--- src/hw/rtl/assert_macros.svh ---
// assertion macros used by the rtl decoder core
// no dependencies; included inside module bodies
`ifndef ASSERT_MACROS_SVH
`define ASSERT_MACROS_SVH

// same-cycle implication, checked at every rising clock edge outside reset
`define ASSERT_IMPL(label, clk, rst, ante, cons, msg) \
  label: assert property (@(posedge clk) disable iff (rst) (ante) |-> (cons)) \
    else $error(msg);

// next-cycle implication
`define ASSERT_NEXT(label, clk, rst, ante, cons, msg) \
  label: assert property (@(posedge clk) disable iff (rst) (ante) |=> (cons)) \
    else $error(msg);

`endif

--- src/hw/rtl/ookpg_pkg.sv ---
// shared types and constants for the ook pulse-gap sensor decoder
// no dependencies
package ookpg_pkg;

  localparam int unsigned CFG_IDX_W = 3;
  localparam int unsigned CFG_DATA_W = 32;
  localparam int unsigned TIME_W = 32;
  localparam int unsigned GAP_CFG_W = 16;
  localparam int unsigned ID_W = 4;
  localparam int unsigned CHAN_W = 3;
  localparam int unsigned TEMP_RAW_W = 12;
  localparam int unsigned TEMP_W = 16;

  // configuration register indexes
  typedef enum logic [CFG_IDX_W-1:0] {
    REG_FILTER_MIN    = 3'd0,
    REG_FILTER_MAX    = 3'd1,
    REG_MEDIUM        = 3'd2,
    REG_START         = 3'd3,
    REG_STOP          = 3'd4,
    REG_REPEAT_WINDOW = 3'd5
  } cfg_idx_t;

  // command codes
  localparam logic CMD_EDGE = 1'b0;
  localparam logic CMD_READ = 1'b1;

  // register reset values
  localparam logic [GAP_CFG_W-1:0] FILTER_MIN_RST = 16'd950;
  localparam logic [GAP_CFG_W-1:0] FILTER_MAX_RST = 16'd9500;
  localparam logic [GAP_CFG_W-1:0] MEDIUM_RST     = 16'd3000;
  localparam logic [GAP_CFG_W-1:0] START_RST      = 16'd9000;
  localparam logic [GAP_CFG_W-1:0] STOP_RST       = 16'd2000;
  localparam logic [TIME_W-1:0]    REPEAT_RST     = 32'd3000000;

  typedef struct packed {
    logic                     frame_ready;
    logic [ID_W-1:0]          sensor_id;
    logic [CHAN_W-1:0]        sensor_channel;
    logic signed [TEMP_W-1:0] temperature_x10;
  } result_t;

endpackage

--- src/hw/rtl/ook_pulse_gap_sensor_decoder_core.sv ---
// top level of the ook pulse-gap sensor decoder: gap classification, frame
// assembly, repeat check and field decode. depends on ookpg_pkg, assert_macros.svh
//
// usage:
//   input channel (in_valid / in_stall) carries command and edge_time_us.
//   command CMD_EDGE reports a falling edge with its microsecond timestamp;
//   command CMD_READ reports the decoded frame and clears the pending one.
//   every input transaction yields exactly one result transaction on the
//   output channel (out_valid / out_stall): frame_ready, sensor_id,
//   sensor_channel, temperature_x10.
//   config channel (cfg_valid / cfg_ready) writes the six timing registers;
//   cfg_ready is always high. write only while the block is idle.
//   results go to the output register, or the skid entry under out_stall.
//   throughput: one item per cycle while in_stall is low; gap subtract,
//   window compares and the repeat compare form one combinational pass
//   into the registers. an output register plus one skid entry part the
//   channels: input keeps flowing while one result waits; in_stall is
//   high while the skid entry is full.
//   rst (synchronous) restores register defaults, clears decoder state and the valid flags.
module ook_pulse_gap_sensor_decoder_core #(
  parameter int unsigned FRAME_BITS = 36
) (
  input  logic                                    clk,
  input  logic                                    rst,
  input  logic                                    in_valid,
  output logic                                    in_stall,
  input  logic                                    command,
  input  logic [ookpg_pkg::TIME_W-1:0]            edge_time_us,
  output logic                                    out_valid,
  input  logic                                    out_stall,
  output logic                                    frame_ready,
  output logic [ookpg_pkg::ID_W-1:0]              sensor_id,
  output logic [ookpg_pkg::CHAN_W-1:0]            sensor_channel,
  output logic signed [ookpg_pkg::TEMP_W-1:0]     temperature_x10,
  input  logic                                    cfg_valid,
  output logic                                    cfg_ready,
  input  logic [ookpg_pkg::CFG_IDX_W-1:0]         cfg_index,
  input  logic [ookpg_pkg::CFG_DATA_W-1:0]        cfg_data
);
  import ookpg_pkg::*;

  localparam int unsigned BC_W = $clog2(FRAME_BITS + 1);

  // configuration registers
  logic [GAP_CFG_W-1:0] filter_min_us, filter_max_us, medium_us, start_us, stop_us;
  logic [TIME_W-1:0]    repeat_window_us;

  // decoder state
  logic [TIME_W-1:0]     last_edge_time, last_edge_time_next;
  logic                  in_frame, in_frame_next;
  logic [BC_W-1:0]       bit_count, bit_count_next;
  logic [FRAME_BITS-1:0] received_bits, received_bits_next;
  logic [FRAME_BITS-1:0] previous_frame, previous_frame_next;
  logic [TIME_W-1:0]     previous_frame_time, previous_frame_time_next;
  logic                  pending, pending_next;

  // result registers
  result_t result, result_next;
  result_t main_res, skid_res;
  logic    skid_valid;

  logic              accept;
  logic [TIME_W-1:0] gap;
  logic              in_window;
  logic              data_bit;
  logic              frame_match;
  logic              repeat_ok;
  logic              frame_full;

  logic              edge_acc, read_acc, frame_clear;

  logic [TEMP_RAW_W-1:0]    temp_raw;
  logic signed [TEMP_W-1:0] temp_ext;

  assign cfg_ready = 1'b1;
  assign in_stall  = skid_valid;
  assign accept    = in_valid && !skid_valid;

  always_ff @(posedge clk) begin
    if (rst) begin
      filter_min_us    <= FILTER_MIN_RST;
      filter_max_us    <= FILTER_MAX_RST;
      medium_us        <= MEDIUM_RST;
      start_us         <= START_RST;
      stop_us          <= STOP_RST;
      repeat_window_us <= REPEAT_RST;
    end else if (cfg_valid && cfg_ready) begin
      case (cfg_index)
        REG_FILTER_MIN:    filter_min_us    <= cfg_data[GAP_CFG_W-1:0];
        REG_FILTER_MAX:    filter_max_us    <= cfg_data[GAP_CFG_W-1:0];
        REG_MEDIUM:        medium_us        <= cfg_data[GAP_CFG_W-1:0];
        REG_START:         start_us         <= cfg_data[GAP_CFG_W-1:0];
        REG_STOP:          stop_us          <= cfg_data[GAP_CFG_W-1:0];
        REG_REPEAT_WINDOW: repeat_window_us <= cfg_data[TIME_W-1:0];
        default: ;
      endcase
    end
  end

  // gap with 32-bit wrap and its classification
  assign gap        = edge_time_us - last_edge_time;
  assign in_window  = (gap > TIME_W'(filter_min_us)) && (gap < TIME_W'(filter_max_us));
  assign data_bit   = !(gap < TIME_W'(medium_us));
  assign frame_match = (received_bits == previous_frame);
  assign repeat_ok  = (edge_time_us - previous_frame_time) < repeat_window_us;
  assign frame_full = (bit_count == BC_W'(FRAME_BITS));

  // field decode, frame bit 0 sits at the msb
  assign temp_raw = received_bits[FRAME_BITS-17 -: TEMP_RAW_W];
  assign temp_ext = TEMP_W'(signed'(temp_raw));

  always_comb begin
    last_edge_time_next      = last_edge_time;
    in_frame_next            = in_frame;
    bit_count_next           = bit_count;
    received_bits_next       = received_bits;
    previous_frame_next      = previous_frame;
    previous_frame_time_next = previous_frame_time;
    pending_next             = pending;
    result_next              = '0;

    if (accept) begin
      if (command == CMD_EDGE) begin
        last_edge_time_next = edge_time_us;
        if (in_window && !pending) begin
          if (gap > TIME_W'(start_us)) begin
            in_frame_next      = 1'b1;
            bit_count_next     = '0;
            received_bits_next = '0;
          end else if (in_frame) begin
            if (gap < TIME_W'(stop_us)) begin
              // a short stop gap before the frame is full leaves it open
              if (frame_full) begin
                in_frame_next            = 1'b0;
                previous_frame_time_next = edge_time_us;
                if (frame_match) begin
                  pending_next = repeat_ok;
                end else begin
                  previous_frame_next = received_bits;
                end
              end
            end else if (!frame_full) begin
              received_bits_next = {received_bits[FRAME_BITS-2:0], data_bit};
              bit_count_next     = bit_count + BC_W'(1);
            end
          end
        end
        result_next.frame_ready = pending_next;
      end else begin
        result_next.frame_ready     = pending;
        result_next.sensor_id       = received_bits[FRAME_BITS-1 -: ID_W];
        result_next.sensor_channel  = {1'b0, received_bits[FRAME_BITS-15 -: 2]} + CHAN_W'(1);
        result_next.temperature_x10 = (temp_ext <<< 3) + (temp_ext <<< 1);
        pending_next   = 1'b0;
        in_frame_next  = 1'b0;
        bit_count_next = '0;
      end
    end
  end

  assign result = result_next;

  always_ff @(posedge clk) begin
    if (rst) begin
      last_edge_time      <= '0;
      in_frame            <= 1'b0;
      bit_count           <= '0;
      received_bits       <= '0;
      previous_frame      <= '0;
      previous_frame_time <= '0;
      pending             <= 1'b0;
    end else begin
      last_edge_time      <= last_edge_time_next;
      in_frame            <= in_frame_next;
      bit_count           <= bit_count_next;
      received_bits       <= received_bits_next;
      previous_frame      <= previous_frame_next;
      previous_frame_time <= previous_frame_time_next;
      pending             <= pending_next;
    end
  end

  // output register with one skid entry behind it
  always_ff @(posedge clk) begin
    if (rst) begin
      out_valid  <= 1'b0;
      skid_valid <= 1'b0;
    end else if (out_valid && out_stall) begin
      if (accept) begin
        skid_valid <= 1'b1;
      end
    end else if (skid_valid) begin
      out_valid  <= 1'b1;
      skid_valid <= 1'b0;
    end else begin
      out_valid <= accept;
    end
  end

  always_ff @(posedge clk) begin
    if (out_valid && out_stall) begin
      if (accept) begin
        skid_res <= result;
      end
    end else if (skid_valid) begin
      main_res <= skid_res;
    end else if (accept) begin
      main_res <= result;
    end
  end

  assign frame_ready     = main_res.frame_ready;
  assign sensor_id       = main_res.sensor_id;
  assign sensor_channel  = main_res.sensor_channel;
  assign temperature_x10 = main_res.temperature_x10;

  assign edge_acc    = accept && (command == CMD_EDGE);
  assign read_acc    = accept && (command == CMD_READ);
  assign frame_clear = !pending && !in_frame && (bit_count == '0);

  `include "assert_macros.svh"

  `ASSERT_IMPL(a_skid_behind_main, clk, rst, skid_valid, out_valid, "skid entry without output")
  `ASSERT_IMPL(a_bit_count_bound, clk, rst, 1'b1, bit_count <= BC_W'(FRAME_BITS), "bit overflow")
  `ASSERT_NEXT(a_pending_holds_on_edge, clk, rst, edge_acc && pending, pending, "pending lost")
  `ASSERT_NEXT(a_read_clears, clk, rst, read_acc, frame_clear, "read left frame state behind")

endmodule
--- config.mk ---
export PLATFORM = sky130hd
export DESIGN_NAME = ook_pulse_gap_sensor_decoder_core
export DESIGN_NICKNAME = d
export VERILOG_FILES = /design/src/hw/rtl/ookpg_pkg.sv /design/src/hw/rtl/ook_pulse_gap_sensor_decoder_core.sv
export VERILOG_INCLUDE_DIRS = /design/src /design/src/hw/rtl
export SDC_FILE = /design/constraint.sdc
export NUM_CORES = 1
export LEC_CHECK = 0
export ABC_AREA = 1
export BUFFER_PORTS_ARGS = -buffer_cell sky130_fd_sc_hd__buf_2
export CORE_ASPECT_RATIO = 0.75
export CORE_UTILIZATION = 35
export CTS_CLUSTER_DIAMETER = 200
export DETAILED_ROUTE_END_ITERATION = 8
export MAX_ROUTING_LAYER = met4
export PLACE_DENSITY = 0.64
export SYNTH_ARGS = -nofsm -noshare
export SYNTH_HDL_FRONTEND = slang
export SYNTH_SLANG_ARGS = --single-unit
--- constraint.sdc ---
create_clock -name clk -period 3.8 [get_ports clk]
set_input_delay 0 -clock clk [delete_from_list [all_inputs] [get_ports clk]]
set_output_delay 0 -clock clk [all_outputs]
set_load 0.02 [all_outputs]
==> impl_metrics.csv <==
group,metric,value,unit
outcome,outcome,"completed",
finish,antenna_cells,0,
logic_synthesis,synth_cells,2746,
clock_tree,cts_tree,"yes",
drt,drt_wl_total,53.45,mm
critical_path,crit_slowest_cell,"fa_2",
pwr,power_per_cell_area,381.9,nW/µm²
logic_synthesis,synthFlopType,"dfxtp_1",
sta,fin_skew,0.03378,ns
critical_path,path_max_fanout,5,
global_route,overflow,0,
clock_tree,clk_pin_slew_worst_paths,0.07,ns
drt,via_count,17677,
pwr,p_sw_share,29.74,%
finish,fin_cells,3740,
logic_synthesis,synth_fp_nets,3006,
sta,setup_tns,0,ns
sta,max_slew_margin,33.55,%
logic_synthesis,synth_edf_count,46,
drt,via_per_inst,4.726,
logic_synthesis,synth_fa_ha_area_share,12.53,%
global_route,antenna_found_initial,1,
critical_path,cp_slowest_stage_delay,0.36,ns
logic_synthesis,synth.most_common_cell,"nand2_1",
logic_synthesis,synth_warnings,0,
global_route,track_usage,18.28,%
pwr,p_leak,11.64,nW
pwr,vdd_drop_max,0.2596,mV
drt,drc,0,
sta,timing.fmax,0.2670,GHz
hold_path,hold_class,"primary input to flip-flop",
clock_tree,root_buffer,"clkbuf_16",
sta,grt_setup_unrepaired,"true",
die,row_count,73,
critical_path,r2r_setup_slack,0.06,ns
global_route,grt_start_max_net_pins,104,
finish,areaGrowthSynthToFinish,30.49,%
logic_synthesis,synth_largest_area_cell,"dfxtp_1",
logic_synthesis,ys_seq_area_share,34.72,%
clock_tree,cts.sinks,304,
logic_synthesis,synth-seq-cells,304,
critical_path,cp_num_buf_inv,5,
finish,final_nets,3261,
logic_synthesis,synth_xor_xnor_area_share,3.159,%
pwr,p_clk_share,41.3,%
logic_synthesis,synth_compound_area_share,14.29,%
die,fp.dieH,203,µm
place,portBuffers,97,
sta,worst_pin_slew,0.9932,ns
die,die_x,270.0,µm
pwr,p_total,9.395,mW
pwr,p_sw,2.794,mW
sta,hold_viol_final,0,
drt,wl_per_cell,14.29,µm
critical_path,cp.arrival,4.18,ns
critical_path,worstSetupStartpointType,"flip-flop",
drt,first_pass_iters,7,
logic_synthesis,async_flop_share,0,%
critical_path,cp-end-kind,"flip-flop",
place,placed_cell_area,20700,µm²
clock_tree,clk_path_buf_depth,3,
place,placed_cells,3555,
finish,finalInstanceArea,24600,µm²
sta,setup_violations,0,
global_route,grt_pass1_wl,79.47,mm
critical_path,crit_family,"simple AND/OR/NAND/NOR gates",
pwr,power.share.sequential,36.0,%
sta,slew_violations,0,
critical_path,crit_type,"flip-flop to flip-flop",
logic_synthesis,synth_cell_types,44,
die,core_area,53070,µm²
logic_synthesis,synth_top_area_share,27.39,%
finish,seq_area,6549,µm²
run,cap_violations,0,
drt,first_iter_violations,1306,
sta,fin_crit_sh,98.55,%
logic_synthesis,syn_avg_cell_area,6.866,µm²
clock_tree,htree_levels,2,
finish,nFillCells,5220,
logic_synthesis,syn-cell-area,18850,µm²
place,globalplace.congestion,0.9168,
global_route,first_global_vias,15317,
logic_synthesis,yosys-top-cells-count,"nand2_1 (647), inv_1 (436), nor2_1 (366)",
logic_synthesis,muxShareOfSynthArea,0,%
pwr,combPwrFrac,22.7,%
finish,multiInputGateArea,11440,µm²
clock_tree,clock_latency,0.57,ns
finish,fin_util,46.36,%
die,start_util,35.53,%
logic_synthesis,yosys.area_share.simple,24.59,%
sta,min_period,3.745,ns
drt,final_antenna_net_count,0,
pwr,intPower,6.601,mW
critical_path,required,4.23,ns
die,ios,100,
die,die_area,54810,µm²
finish,drive_gt1_share,16.71,%
place,place_hpwl,36.45,mm
logic_synthesis,synth_top_family_by_area,"simple AND/OR/NAND/NOR gates",
logic_synthesis,synth_area_leaders,"dfxtp_1 (27%), nand2_1 (13%), ha_1 (12%)",
clock_tree,cts_buffers,36,
## per-stage QoR
stage | setup slack, ns | hold WS (ns)
CTS | 0.008882 | 0.0002938
detailed placement | -0.2664 | 0.2500
global placement | -0.1628 | 0.2468
finish | 0.05514 | 0.02707
global route | -0.1766 | 0.06913
floorplan | 0.09311 | 0.1264
## cells by family (layout without fill, tap and decap cells)
logic type | after synthesis | after routing
AOI/OAI and AO/OA | 501 | 501
and+or+nand+nor | 1158 | 1159
xor gates and xnor gates | 68 | 68
other | 2 | 2
buffers and inverters | 526 | 807
DFF | 304 | 304
adders and majority gates | 187 | 187
## sequential cells by signal (all words and copies together) (netlist names)
signal and count:
frame_ready 1, sensor_id 4, stop_us 16, repeat_window_us 32
skid_res 23, pending 1, temperature_x10 15, previous_frame_time 32
bit_count 6, last_edge_time 32, previous_frame 36, sensor_channel 3
in_stall 1, filter_max_us 16, start_us 16, medium_us 16
filter_min_us 16, received_bits 36, in_frame 1, out_valid 1
## layout make-up
cell class / instances / area share, %
multi-input cells: 1917 / 46.51
flip-flops and latches: 304 / 26.62
repair buffers: 299 / 11.08
inverters: 443 / 6.840
clock buffers: 42 / 3.880
well taps: 712 / 3.621
clock inverters: 23 / 1.449
## layer usage
metal / up-vias / part of all wire, % / track usage [%]
li1: 9297 / - / -
met1: 7947 / 51 / 26.87
met2: 379 / 42 / 26.26
met3: 54 / 5.3 / 2.496
met4: 0 / 1.4 / 3.977
met5: - / 0 / -
## worst min-delay path: cells and delay by family
family,cells,cell delay (ns)
AO/OA/AOI/OAI,1,0.13
AND/OR/NAND/NOR,3,0.17
buffers and inverters,2,0.26
## repair_timing
item,CTS,global route
pin swaps,9,65
hold endpoints to repair,185,0
setup endpoints to repair,110,114
cloned,0,23
hold buffers,73,0
setup buffers,2,23
resized for setup,22,276
## layout by cell type, fill, tap and decap left out, types with 5 or more instances in the layout
cell           netlist  layout
nand2_2              2      58
bufinv_16            0       8
o21ai_1              0       7
buf_6                0       7
nor3_1              24      22
nor2_2               4      22
a31oi_1              5       5
a21o_1               5       5
a21oi_1            235     227
buf_8                0       7
inv_1              436     425
o211ai_1            39      39
clkbuf_16            0      52
o21a_1              10      10
nor2_4               3      34
nand4_1             23      23
xor2_1              57      52
nand3_2              2       6
o21ai_0            193     182
dfxtp_1            258     256
xnor2_1             11      11
buf_4                5      84
nand3_1             67      60
ha_4                 0      26
edfxtp_1            46      46
a21oi_2              0       7
clkinv_2             0       5
dlygate4sd3_1        0      73
buf_2               12      97
nand2_4              0      21
nor2_1             366     317
buf_12               0      16
ha_1               184     158
nand2_1            647     569
nand3b_1             7       7
inv_2                4      13
## power groups by stage
stage          clock, mW  combinational (mW)  sequential [mW]
2_1_floorplan          0                1.17             3.47
3_3_place_gp           0                1.80             3.45
3_5_place_dp           0                1.82             3.45
4_1_cts             3.97                1.91             3.38
5_1_grt             4.09                2.39             3.38
6_report            3.88                2.13             3.38
## path summary, 6_finish.rpt
path,start,end,depth (start not counted)
worst max-delay path,last_edge_time[0]$_SDFFE_PP0P_,previous_frame_time[15]$_SDFFE_PP0P_,27
worst min-delay path,cfg_index[2],start_us[3]$_SDFFE_PP1P_,6
worst max register to register,last_edge_time[0]$_SDFFE_PP0P_,previous_frame_time[15]$_SDFFE_PP0P_,27
worst min register to register,last_edge_time[19]$_SDFFE_PP0P_,last_edge_time[19]$_SDFFE_PP0P_,2
Power figures use the tool's default switching activity.
